$ cat src/sv/dpq_pkg.sv
`timescale 1ns / 1ps
// ----------------------------------------------------------------------------
// dpq_pkg
// shared types and codes for the dual priority queue
// ----------------------------------------------------------------------------
package dpq_pkg;

  localparam int unsigned ItemW  = 32;
  localparam int unsigned PrioW  = 16;
  localparam int unsigned CountW = 5;
  localparam int unsigned OpW    = 3;
  localparam int unsigned StatW  = 2;

  typedef enum logic [OpW-1:0] {
    OP_ENQ     = 3'd0,
    OP_DEQ_A   = 3'd1,
    OP_DEQ_B   = 3'd2,
    OP_DEQ_OLD = 3'd3,
    OP_CLEAR   = 3'd4
  } op_t;

  typedef enum logic [StatW-1:0] {
    ST_OK    = 2'd0,
    ST_EMPTY = 2'd1,
    ST_FULL  = 2'd2
  } status_t;

  typedef enum logic [1:0] {
    S_IDLE  = 2'd0,
    S_SCAN  = 2'd1,
    S_SHIFT = 2'd2,
    S_DONE  = 2'd3
  } state_t;

  typedef struct packed {
    logic [PrioW-1:0] prio_b;
    logic [PrioW-1:0] prio_a;
    logic [ItemW-1:0] item;
  } entry_t;

  typedef struct packed {
    logic clear;
    logic sample;
    logic use_b;
  } scan_ctrl_t;

endpackage

$ cat src/sv/dpq_mem.sv
`timescale 1ns / 1ps
// ----------------------------------------------------------------------------
// dpq_mem
// entry table, one write port and one registered read port
// ----------------------------------------------------------------------------
module dpq_mem #(
  parameter int unsigned DEPTH = 16
) (
  input  logic                       clk,
  input  logic                       we,
  input  logic [$clog2(DEPTH)-1:0]   waddr,
  input  dpq_pkg::entry_t            wdata,
  input  logic [$clog2(DEPTH)-1:0]   raddr,
  output dpq_pkg::entry_t            rdata
);

  dpq_pkg::entry_t mem [DEPTH];
  dpq_pkg::entry_t rdata_r;

  always_ff @(posedge clk) begin
    if (we) begin
      mem[waddr] <= wdata;
    end
    rdata_r <= mem[raddr];
  end

  assign rdata = rdata_r;

endmodule

$ cat src/sv/dpq_scan.sv
`timescale 1ns / 1ps
// ----------------------------------------------------------------------------
// dpq_scan
// running maximum over entries read one per cycle while ctrl.sample is set, earliest wins on a tie
// ----------------------------------------------------------------------------
module dpq_scan #(
  parameter int unsigned DEPTH = 16
) (
  input  logic                            clk,
  input  logic                            rst_n,
  input  dpq_pkg::scan_ctrl_t             ctrl,
  input  logic [$clog2(DEPTH)-1:0]        sample_idx,
  input  dpq_pkg::entry_t                 sample_data,
  output logic [$clog2(DEPTH)-1:0]        best_idx,
  output logic [dpq_pkg::ItemW-1:0]       best_item
);

  localparam int unsigned AW = $clog2(DEPTH);

  logic                      first_r;
  logic [dpq_pkg::PrioW-1:0] best_key_r;
  logic [AW-1:0]             best_idx_r;
  logic [dpq_pkg::ItemW-1:0] best_item_r;
  logic [dpq_pkg::PrioW-1:0] key;
  logic                      take;

  assign key  = ctrl.use_b ? sample_data.prio_b : sample_data.prio_a;
  assign take = ctrl.sample && (first_r || ($signed(key) > $signed(best_key_r)));

  always_ff @(posedge clk) begin
    if (!rst_n) begin
      first_r <= 1'b1;
    end else if (ctrl.clear) begin
      first_r <= 1'b1;
    end else if (ctrl.sample) begin
      first_r <= 1'b0;
    end
  end

  always_ff @(posedge clk) begin
    if (take) begin
      best_key_r  <= key;
      best_idx_r  <= sample_idx;
      best_item_r <= sample_data.item;
    end
  end

  assign best_idx  = best_idx_r;
  assign best_item = best_item_r;

endmodule

$ cat src/sv/dual_priority_queue.sv
`timescale 1ns / 1ps
// ----------------------------------------------------------------------------
// dual_priority_queue
// arrival-ordered table with removal by highest a, highest b or oldest
// ----------------------------------------------------------------------------
//  channel | ports       | tdata (low bit up)                  | tuser
//  --------+-------------+-------------------------------------+--------
//  in      | in_t*       | item_value, priority_a, priority_b  | opcode
//  out     | out_t*      | item_out, status, entry_count, pad  | -
//
//  one request at a time; enqueue, clear and rejected requests go from idle
//  straight to done; dequeue by a or b scans every entry held through the
//  single memory read port, then compacts the entries behind the removed
//  entry; dequeue oldest scans only the oldest entry, then compacts the rest
//  synchronous active-low reset empties the table at once
//  a held result stalls completion of the next request, not its transfer in
// ----------------------------------------------------------------------------
module dual_priority_queue #(
  parameter int unsigned DEPTH = 16
) (
  input  logic        clk,
  input  logic        rst_n,
  input  logic        in_tvalid,
  output logic        in_tready,
  input  logic [63:0] in_tdata,   // item_value[31:0], priority_a[47:32], priority_b[63:48]
  input  logic [2:0]  in_tuser,   // opcode[2:0]
  output logic        out_tvalid,
  input  logic        out_tready,
  output logic [39:0] out_tdata   // item_out[31:0], status[33:32], entry_count[38:34]
);

  localparam int unsigned AW = $clog2(DEPTH);
  localparam int unsigned CW = $clog2(DEPTH + 1);

  dpq_pkg::state_t   state_r, state_nxt;
  dpq_pkg::op_t      op_r, op_nxt;
  dpq_pkg::status_t  res_status_r, res_status_nxt;
  logic [dpq_pkg::ItemW-1:0] res_item_r, res_item_nxt;
  logic [CW-1:0]     occ_r, occ_nxt;
  logic [CW-1:0]     ptr_r, ptr_nxt;
  logic [CW-1:0]     end_r, end_nxt;
  logic              pend_vld_r, pend_vld_nxt;
  logic [AW-1:0]     pend_idx_r, pend_idx_nxt;
  logic              out_tvalid_r, out_tvalid_nxt;
  logic [39:0]       out_tdata_r, out_tdata_nxt;

  dpq_pkg::op_t        in_op;
  logic                accept;
  logic                is_empty;
  logic                is_full;
  logic                scan_issue;
  logic                shift_issue;
  logic                out_free;
  logic                mem_we;
  logic [AW-1:0]       mem_waddr;
  dpq_pkg::entry_t     mem_wdata;
  dpq_pkg::entry_t     mem_rdata;
  dpq_pkg::entry_t     in_entry;
  dpq_pkg::scan_ctrl_t scan_ctrl;
  logic [AW-1:0]       best_idx;
  logic [dpq_pkg::ItemW-1:0] best_item;

  assign in_op       = dpq_pkg::op_t'(in_tuser);
  assign accept      = in_tvalid && in_tready;
  assign is_empty    = (occ_r == '0);
  assign is_full     = (occ_r == CW'(DEPTH));
  assign scan_issue  = (ptr_r < end_r);
  assign shift_issue = (ptr_r < occ_r);
  assign out_free    = !out_tvalid_r || out_tready;

  assign in_entry.item   = in_tdata[31:0];
  assign in_entry.prio_a = in_tdata[47:32];
  assign in_entry.prio_b = in_tdata[63:48];

  // next state
  always_comb begin
    state_nxt = state_r;
    case (state_r)
      dpq_pkg::S_IDLE: begin
        if (accept) begin
          if ((in_op == dpq_pkg::OP_DEQ_A || in_op == dpq_pkg::OP_DEQ_B ||
               in_op == dpq_pkg::OP_DEQ_OLD) && !is_empty) begin
            state_nxt = dpq_pkg::S_SCAN;
          end else begin
            state_nxt = dpq_pkg::S_DONE;
          end
        end
      end
      dpq_pkg::S_SCAN: begin
        if (!scan_issue && !pend_vld_r) begin
          state_nxt = dpq_pkg::S_SHIFT;
        end
      end
      dpq_pkg::S_SHIFT: begin
        if (!shift_issue && !pend_vld_r) begin
          state_nxt = dpq_pkg::S_DONE;
        end
      end
      dpq_pkg::S_DONE: begin
        if (out_free) begin
          state_nxt = dpq_pkg::S_IDLE;
        end
      end
      default: state_nxt = dpq_pkg::S_IDLE;
    endcase
  end

  // outputs of the state machine
  always_comb begin
    in_tready        = (state_r == dpq_pkg::S_IDLE);
    mem_we           = 1'b0;
    mem_waddr        = occ_r[AW-1:0];
    mem_wdata        = in_entry;
    scan_ctrl.clear  = accept;
    scan_ctrl.sample = (state_r == dpq_pkg::S_SCAN) && pend_vld_r;
    scan_ctrl.use_b  = (op_r == dpq_pkg::OP_DEQ_B);
    case (state_r)
      dpq_pkg::S_IDLE: begin
        mem_we = accept && (in_op == dpq_pkg::OP_ENQ) && !is_full;
      end
      dpq_pkg::S_SHIFT: begin
        mem_we    = pend_vld_r;
        mem_waddr = pend_idx_r - AW'(1);
        mem_wdata = mem_rdata;
      end
      default: begin
        mem_we = 1'b0;
      end
    endcase
  end

  // datapath
  always_comb begin
    op_nxt         = op_r;
    res_status_nxt = res_status_r;
    res_item_nxt   = res_item_r;
    occ_nxt        = occ_r;
    ptr_nxt        = ptr_r;
    end_nxt        = end_r;
    pend_vld_nxt   = 1'b0;
    pend_idx_nxt   = ptr_r[AW-1:0];
    out_tvalid_nxt = out_tvalid_r && !out_tready;
    out_tdata_nxt  = out_tdata_r;
    case (state_r)
      dpq_pkg::S_IDLE: begin
        if (accept) begin
          op_nxt         = in_op;
          res_item_nxt   = '0;
          res_status_nxt = dpq_pkg::ST_OK;
          ptr_nxt        = '0;
          end_nxt        = (in_op == dpq_pkg::OP_DEQ_OLD) ? CW'(1) : occ_r;
          case (in_op)
            dpq_pkg::OP_ENQ: begin
              if (is_full) begin
                res_status_nxt = dpq_pkg::ST_FULL;
              end else begin
                occ_nxt = occ_r + CW'(1);
              end
            end
            dpq_pkg::OP_DEQ_A, dpq_pkg::OP_DEQ_B, dpq_pkg::OP_DEQ_OLD: begin
              if (is_empty) begin
                res_status_nxt = dpq_pkg::ST_EMPTY;
              end
            end
            dpq_pkg::OP_CLEAR: begin
              occ_nxt = '0;
            end
            default: begin
              occ_nxt = occ_r;
            end
          endcase
        end
      end
      dpq_pkg::S_SCAN: begin
        if (scan_issue) begin
          pend_vld_nxt = 1'b1;
          ptr_nxt      = ptr_r + CW'(1);
        end else if (!pend_vld_r) begin
          ptr_nxt = CW'(best_idx) + CW'(1);
        end
      end
      dpq_pkg::S_SHIFT: begin
        if (shift_issue) begin
          pend_vld_nxt = 1'b1;
          ptr_nxt      = ptr_r + CW'(1);
        end else if (!pend_vld_r) begin
          occ_nxt      = occ_r - CW'(1);
          res_item_nxt = best_item;
        end
      end
      dpq_pkg::S_DONE: begin
        if (out_free) begin
          out_tvalid_nxt = 1'b1;
          out_tdata_nxt  = {1'b0, dpq_pkg::CountW'(occ_r), res_status_r, res_item_r};
        end
      end
      default: begin
        pend_vld_nxt = 1'b0;
      end
    endcase
  end

  always_ff @(posedge clk) begin
    if (!rst_n) begin
      state_r      <= dpq_pkg::S_IDLE;
      occ_r        <= '0;
      pend_vld_r   <= 1'b0;
      out_tvalid_r <= 1'b0;
    end else begin
      state_r      <= state_nxt;
      occ_r        <= occ_nxt;
      pend_vld_r   <= pend_vld_nxt;
      out_tvalid_r <= out_tvalid_nxt;
    end
  end

  always_ff @(posedge clk) begin
    op_r         <= op_nxt;
    res_status_r <= res_status_nxt;
    res_item_r   <= res_item_nxt;
    ptr_r        <= ptr_nxt;
    end_r        <= end_nxt;
    pend_idx_r   <= pend_idx_nxt;
    out_tdata_r  <= out_tdata_nxt;
  end

  dpq_mem #(
    .DEPTH (DEPTH)
  ) u_mem (
    .clk   (clk),
    .we    (mem_we),
    .waddr (mem_waddr),
    .wdata (mem_wdata),
    .raddr (ptr_r[AW-1:0]),
    .rdata (mem_rdata)
  );

  dpq_scan #(
    .DEPTH (DEPTH)
  ) u_scan (
    .clk         (clk),
    .rst_n       (rst_n),
    .ctrl        (scan_ctrl),
    .sample_idx  (pend_idx_r),
    .sample_data (mem_rdata),
    .best_idx    (best_idx),
    .best_item   (best_item)
  );

  assign out_tvalid = out_tvalid_r;
  assign out_tdata  = out_tdata_r;

endmodule
$ cat config.mk
export PLATFORM = sky130hd
export DESIGN_NAME = dual_priority_queue
export DESIGN_NICKNAME = d
export VERILOG_FILES = /design/src/sv/dpq_pkg.sv /design/src/sv/dpq_mem.sv /design/src/sv/dpq_scan.sv /design/src/sv/dual_priority_queue.sv
export SDC_FILE = /design/constraint.sdc
export NUM_CORES = 1
export LEC_CHECK = 0
export ABC_AREA = 1
export BUFFER_PORTS_ARGS = -buffer_cell sky130_fd_sc_hd__buf_4
export CAP_MARGIN = 20
export CORE_UTILIZATION = 35
export DETAILED_ROUTE_END_ITERATION = 16
export PLACE_DENSITY = 0.51
export SYNTH_ARGS = -nofsm -noshare
export SYNTH_HDL_FRONTEND = slang
export SYNTH_SLANG_ARGS = --single-unit
$ cat constraint.sdc
create_clock -name clk -period 7.53 [get_ports clk]
set_clock_uncertainty 0.15 [all_clocks]
set_input_delay 0.753 -clock clk [delete_from_list [all_inputs] [get_ports clk]]
set_output_delay 0.753 -clock clk [all_outputs]
set_load 0.01 [all_outputs]
# After elaboration in Yosys (flattened, before gate mapping)
# Memories as Yosys holds them, arrays and structs flattened. A register that Yosys moved wholly into a read port is not among the register bits.
# Index checks and enable logic that the tools add are counted.
word_totals:
  memories: 1
  inputBits: 71
  ramBits: 1024
  reg_bits: 152
  output_inout_bits: 42
op_classes:
  mux: 35
  order_cmp: 3
  eq_ne: 19
  n_addsub: 5
  n_reduce_logical: 33
  bitwise_logic: 1
memory_table:
  columns: ["name", "depth", "word_bits", "read_ports", "rd_clocked_by_memory_dff", "write_ports", "line_no", "text"]
  rows:
  - ["u_mem.mem", 16, 64, 1, 1, 1, "dpq_mem.sv:17", "dpq_pkg::entry_t mem [DEPTH];"]
op_table:
  columns: ["op", "count"]
  rows:
  - ["2-to-1 mux 32 bit", 3]
  - ["2-to-1 mux 64 bit", 1]
  - ["one-hot mux 32 bit (2 select lines)", 1]
  - ["2-to-1 mux 5 bit", 8]
  - ["one-hot mux 5 bit (2 select lines)", 2]
  - ["> comparator 16 bit", 1]
  - ["2-to-1 mux 16 bit", 1]
  - ["one-hot mux 5 bit (3 select lines)", 1]
  - ["2-to-1 mux 2 bit", 6]
  - ["!= test 2 bit (second input constant)", 6]
  - ["AND reduction 4 bit", 3]
  - ["adder 5 x 1 -> 5 bit (second input constant)", 2]
  - ["< comparator 5 bit", 2]
  - ["equality test 3 x 2 -> 1 bit (second input constant)", 3]
  - ["logical AND 1 bit", 9]
  - ["one-hot mux 2 bit (4 select lines)", 1]
  - ["zero test 1 bit", 7]
  - ["2-to-1 mux 1 bit", 7]
  - ["!= test 3 bit (second input constant)", 2]
  - ["AND reduction 6 bit", 1]
  - ["adder 4 x 1 -> 5 bit (second input constant)", 1]
  - ["equality test 5 bit (second input constant)", 1]
  - ["zero test 5 bit", 1]
  - ["subtractor 5 x 1 -> 5 bit (second input constant)", 1]
  - ["19 further kinds", 25]

# Logic depth before layout (Yosys ltp)
logic_depth:
  word_depth: 7
  ltp_mapped: 17
  depth_no_buf: 16

# Hierarchy
# A second synthesis with hierarchy kept.
hier_totals:
  cells_unflattened: 4951
  area_unflattened_um2: 52492.8
modules_own_cells:
  columns: ["module", "seq_area_each_um2", "instances", "cells_per_inst", "area_per_inst_um2"]
  rows:
  - ["dpq_mem", 32030.7, 1, 4211, 45144.5]
  - ["dual_priority_queue", 2842.7, 1, 587, 5097.4]
  - ["dpq_scan", 1581.5, 1, 153, 2250.9]

# Worst setup path before layout
# No wires, ideal clock.
synth_timing:
  path_kind: "register to register"
  startpoint: "register op_r[0]"
  endpoint: "register u_scan.best_idx_r[0] (netlist: u_scan.best_idx[0]), enable pin"
  setup_ns: 0.479
  path_stages_with_launch: 15
  arrival_ns: 4.635
  slack_ns: 2.266
  path_buffers: 2
  synth_period_minus_slack_ns: 5.264
  path_cell_list: "edfxtp_1 or3b_2 clkbuf_1 clkbuf_1 nand2_1 o21ai_0 ha_1 nand4_1 inv_1 nand2_1 nand2_1 nor2_1 a21oi_1 nand2_1 a21oi_1"
synth_via:
  elab_chain_cells: 5
synth_rtl:
  columns: ["item", "line_no", "text"]
  rows:
  - ["from (decl)", "dual_priority_queue.sv:36", "dpq_pkg::op_t op_r, op_nxt;"]
  - ["from (signal assigned)", "dual_priority_queue.sv:218", "op_r <= op_nxt;"]
  - ["equality test 3 x 2 -> 1 bit", "dual_priority_queue.sv:116", "scan_ctrl.use_b = (op_r == dpq_pkg::OP_DEQ_B);"]
  - ["2-to-1 mux 16 bit", "dpq_scan.sv:27", "assign key = ctrl.use_b ? sample_data.prio_b : sample_data.prio_a;"]
  - ["named net u_scan.key, one bit", "dpq_scan.sv:24", "logic [dpq_pkg::PrioW-1:0] key;"]
  - ["> comparator 16 bit", "dpq_scan.sv:28", "assign take = ctrl.sample && (first_r || ($signed(key) > $signed(best_key_r)));"]
  - ["logical OR 1 bit", "dpq_scan.sv:28", null]
  - ["logical AND 1 bit", "dpq_scan.sv:28", null]
  - ["named net u_scan.take", "dpq_scan.sv:25", "logic take;"]
  - ["to (signal assigned)", "dpq_scan.sv:43", "best_idx_r <= sample_idx;"]
  - ["to (decl)", "dpq_scan.sv:22", "logic [AW-1:0] best_idx_r;"]
# The timed path passes the listed nets, and every way through them passes these cells.
# A chain may end at the register's enable or synchronous reset.

# Final worst setup path
layout_timing:
  startpoint: "register state_r[0]"
  endpoint: "memory u_mem.mem[9][23] in the netlist's numbering, enable pin"
layout_via:
  elab_chain_cells: 7
  elab_cells_between_ends: 9
  classes_between: "eq/ne (1); mux (4); reduce/logical (4)"
layout_rtl:
  columns: ["item", "line_no", "text"]
  rows:
  - ["from (decl)", "dual_priority_queue.sv:35", "dpq_pkg::state_t state_r, state_nxt;"]
  - ["from (signal assigned)", "dual_priority_queue.sv:205", "state_r <= dpq_pkg::S_IDLE;"]
  - ["from (signal assigned)", "dual_priority_queue.sv:210", "state_r <= state_nxt;"]
  - ["zero test 2 bit", "dual_priority_queue.sv:110, dual_priority_queue.sv:117", null]
  - ["logical AND 1 bit", "dual_priority_queue.sv:64", "assign accept = in_tvalid && in_tready;"]
  - ["logical AND 1 bit (2 in series)", "dual_priority_queue.sv:119", "mem_we = accept && (in_op == dpq_pkg::OP_ENQ) && !is_full;"]
  - ["one-hot mux 1 bit (2 select lines)", "dual_priority_queue.sv:117", "case (state_r)"]
  - ["2-to-1 mux 1 bit", "dpq_mem.sv:21", "if (we) begin"]
  - ["2-to-1 mux 1 bit (not written as such)", "dpq_mem.sv:22", "mem[waddr] <= wdata;"]
  - ["to (decl)", "dpq_mem.sv:17", null]
# Several ways; a longest one is shown, not always the timed one.

==> impl_metrics.py <==
metrics = {
    "sta": {
        "hold_viol": 0,
        "slew_headroom_pct": 25.5,
        "timing.final.ws_setup_ps": 3160,
        "min_period_ps": 4370,
        "fmax_mhz": 229,
        "fin_hold_ws_ps": 98.6,
        "worst_slew_pin_slew_ps": 1120,
        "grt_setup_unrepaired": "false",
        "period_share_pct": 58.0,
        "slew_violations": 0,
        "setup-tns-final_ps": 0,
        "setup_viol": 0,
    },
    "floorplanning": {
        "design.core.area_um2": 137000,
        "start_util_pct": 35.2,
        "io_pins": 113,
        "die_h_um": 374,
        "rows": 136,
        "die_w_um": 374,
        "dieArea_um2": 140000,
    },
    "routing": {
        "vias": 27786,
        "ant_nets": 0,
        "route.detailed.drc": 0,
        "routed_via_density": 5.18,
        "drtIter0Drc": 2118,
        "post_drt_wl_per_cell_um": 22.8,
        "drt_first_pass_iters": 5,
        "finalWirelength_um": 123000,
    },
    "logic_synthesis": {
        "yosysMostFrequentCell": "edfxtp_1",
        "yosysWarnings": 0,
        "netlist_top_cells_count": "edfxtp_1, nor2_1, nand2_1",
        "ys_seq_area_share_pct": 75.4,
        "synthFlopType": "edfxtp_1",
        "synth_area_leader_cell": "edfxtp_1",
        "synth-edff-count": 1162,
        "yosys-top-cells-area": "edfxtp_1, nor2_1, mux2i_1, dfxtp_1, o21ai_0",
        "synth_area_um2": 48400,
        "synth.avg_cell_area_um2": 14.4,
        "syn_nets": 3464,
        "synthArstFlopShare_pct": 0,
        "syn_inst": 3360,
        "synthDistinctLibCells": 35,
        "synth_top_cell_area_share_pct": 72.2,
        "ys_ff_latch": 1240,
    },
    "grt": {
        "grt_max_degree": 207,
        "grt-ovfl-total": 0,
        "grt_use_total_pct": 17.5,
        "antenna_found_initial": 4,
        "grt_pass1_vias": 27223,
        "grt_pass1_wl_um": 182000,
    },
    "finish": {
        "register_area_um2": 36500,
        "final_layout_size_suffix_gt1_share_pct": 11.9,
        "multi_input_area_um2": 10400,
        "instances_no_fill": 5367,
        "nNetsFinal": 3567,
        "fillerInstances": 12502,
        "insertedDiodeCount": 0,
        "area_growth_pct": 14.6,
        "final_cell_area_um2": 55400,
    },
    "cts": {
        "postCtsSetupRepairBufs": 0,
        "cts_sinks": 1240,
        "hold_buffers": 3,
        "cts_buffer_depth": 3,
        "cts_tree": "built",
        "cts_max_level": 4,
        "cts-root-buf": "clkbuf_16",
        "clk-insertion-delay-late_ps": 760,
        "cts_resized": 0,
        "path_clk_slew_ps": 60,
        "cts_buffers": 137,
    },
    "placed_design": {
        "place_inst": 5114,
        "globalplace.congestion": 0.776,
        "portBuffers": 111,
        "dp_hpwl_um": 61400,
        "place_area_um2": 51100,
        "place_ws_ps": 3110,
    },
    "setup_path": {
        "start_kind": "flip-flop",
        "crit_chain": "inv_1, ha_4, inv_4, o21ai_0, nand3_1, nor2_4, buf_4",
        "slowest_stage": "buf_4",
        "cp_data_required_time_ps": 7740,
        "cp-end-kind": "flip-flop",
        "crit_buf_inv": 3,
        "crit_family": "buffers and inverters",
        "max_stage_delay_ps": 840,
        "crit_type": "flip-flop to flip-flop",
        "cp.arrival_ps": 4580,
        "worstPathMaxFanout": 47,
    },
    "run": {
        "drv_cap": 0,
    },
    "power": {
        "p_per_area_nw_per_um2": 377,
        "ir_worst_vdd_mv": 0.252,
        "p_leak_nw": 18.7,
    },
    "worst_hold_path": {
        "hp-class": "primary input to flip-flop",
    },
    "run_status": {
        "run_status": "finished clean",
    },
}
## metrics by stage
step	util [%]	total power, mW
after floorplan	-	12.8
after global placement	37.2	14.6
after detailed placement	37.2	14.6
after CTS	40.4	21.1
after global routing	40.4	21.9
final	40.4	20.9
## registers in the layout, summed over array words and instances (netlist names)
register / cells
end_r: 5
occ_r: 5
op_r: 3
out_tdata: 39
out_tvalid: 1
pend_idx_r: 4
pend_vld_r: 1
ptr_r: 5
res_item_r: 32
res_status_r: 2
state_r: 2
u_mem.mem: 1024
u_mem.rdata: 64
u_scan.best_idx: 4
u_scan.best_item: 32
u_scan.best_key_r: 16
u_scan.first_r: 1
## path summary, 6_finish.rpt
kind                  start          endpoint  slack [ps]  cells past startpoint
min reg2reg  res_item_r[23]     out_tdata[23]         260                      0
max              state_r[0]  u_mem.mem[9][23]        3160                      7
max reg2reg      state_r[0]  u_mem.mem[9][23]        3160                      7
min               in_tvalid    u_scan.first_r         100                      3
## cell type report
| cell class | instances | share of cell area (%) |
|---|---|---|
| clock buffers | 182 | 6.77 |
| clock inverters | 67 | 1.05 |
| inverters | 115 | 0.815 |
| multi-input cells | 1785 | 18.8 |
| flip-flops and latches | 1240 | 65.8 |
| well taps | 1794 | 4.05 |
| repair buffers | 184 | 2.70 |
## where the power goes
part	switching [mW]	internal, mW	total, mW
Clock	2.70	3.78	6.48
Combinational	3.87	1.53	5.40
Sequential	0.242	8.75	9.00
## layer usage
layer	routed length, µm	GRT usage, %
met1	57200	24.5
met2	57600	28.1
met3	5370	2.77
met4	2360	4.83
met5	23	0
## cells by family (layout without fill, tap and decap cells)
family,after synthesis,in the layout,share of synthesized area [%]
AO/OA/AOI/OAI,665,665,9.35
adder cells (fa/ha/maj),33,33,0.854
buffers and inverters,335,548,3.32
flip-flops,1240,1240,75.4
XOR/XNOR,9,9,0.163
AND/OR/NAND/NOR,907,907,7.39
other,1,1,0.00776
multiplexers,170,170,3.52
## cell usage in the layout, fill, tap and decap left out, drive strengths merged, types with 5 or more instances in the layout
master	n
o221ai	170
clkinv	49
xor2	5
buf	181
nand3	60
clkbuf	182
o211ai	87
mux2i	170
dfxtp	78
o21ai	300
o32ai	86
a21oi	16
ha	33
inv	121
bufinv	8
nand4	7
nor2	484
nand2	347
edfxtp	1162
## worst register-to-register path: stages, from the launching register on
cell and delay [ps]:
dfxtp_1 320, inv_1 140, ha_4 520, inv_4 370, o21ai_0 420, nand3_1 400, nor2_4 700, buf_4 850
Note: power is estimated with default switching activity, not from simulation.
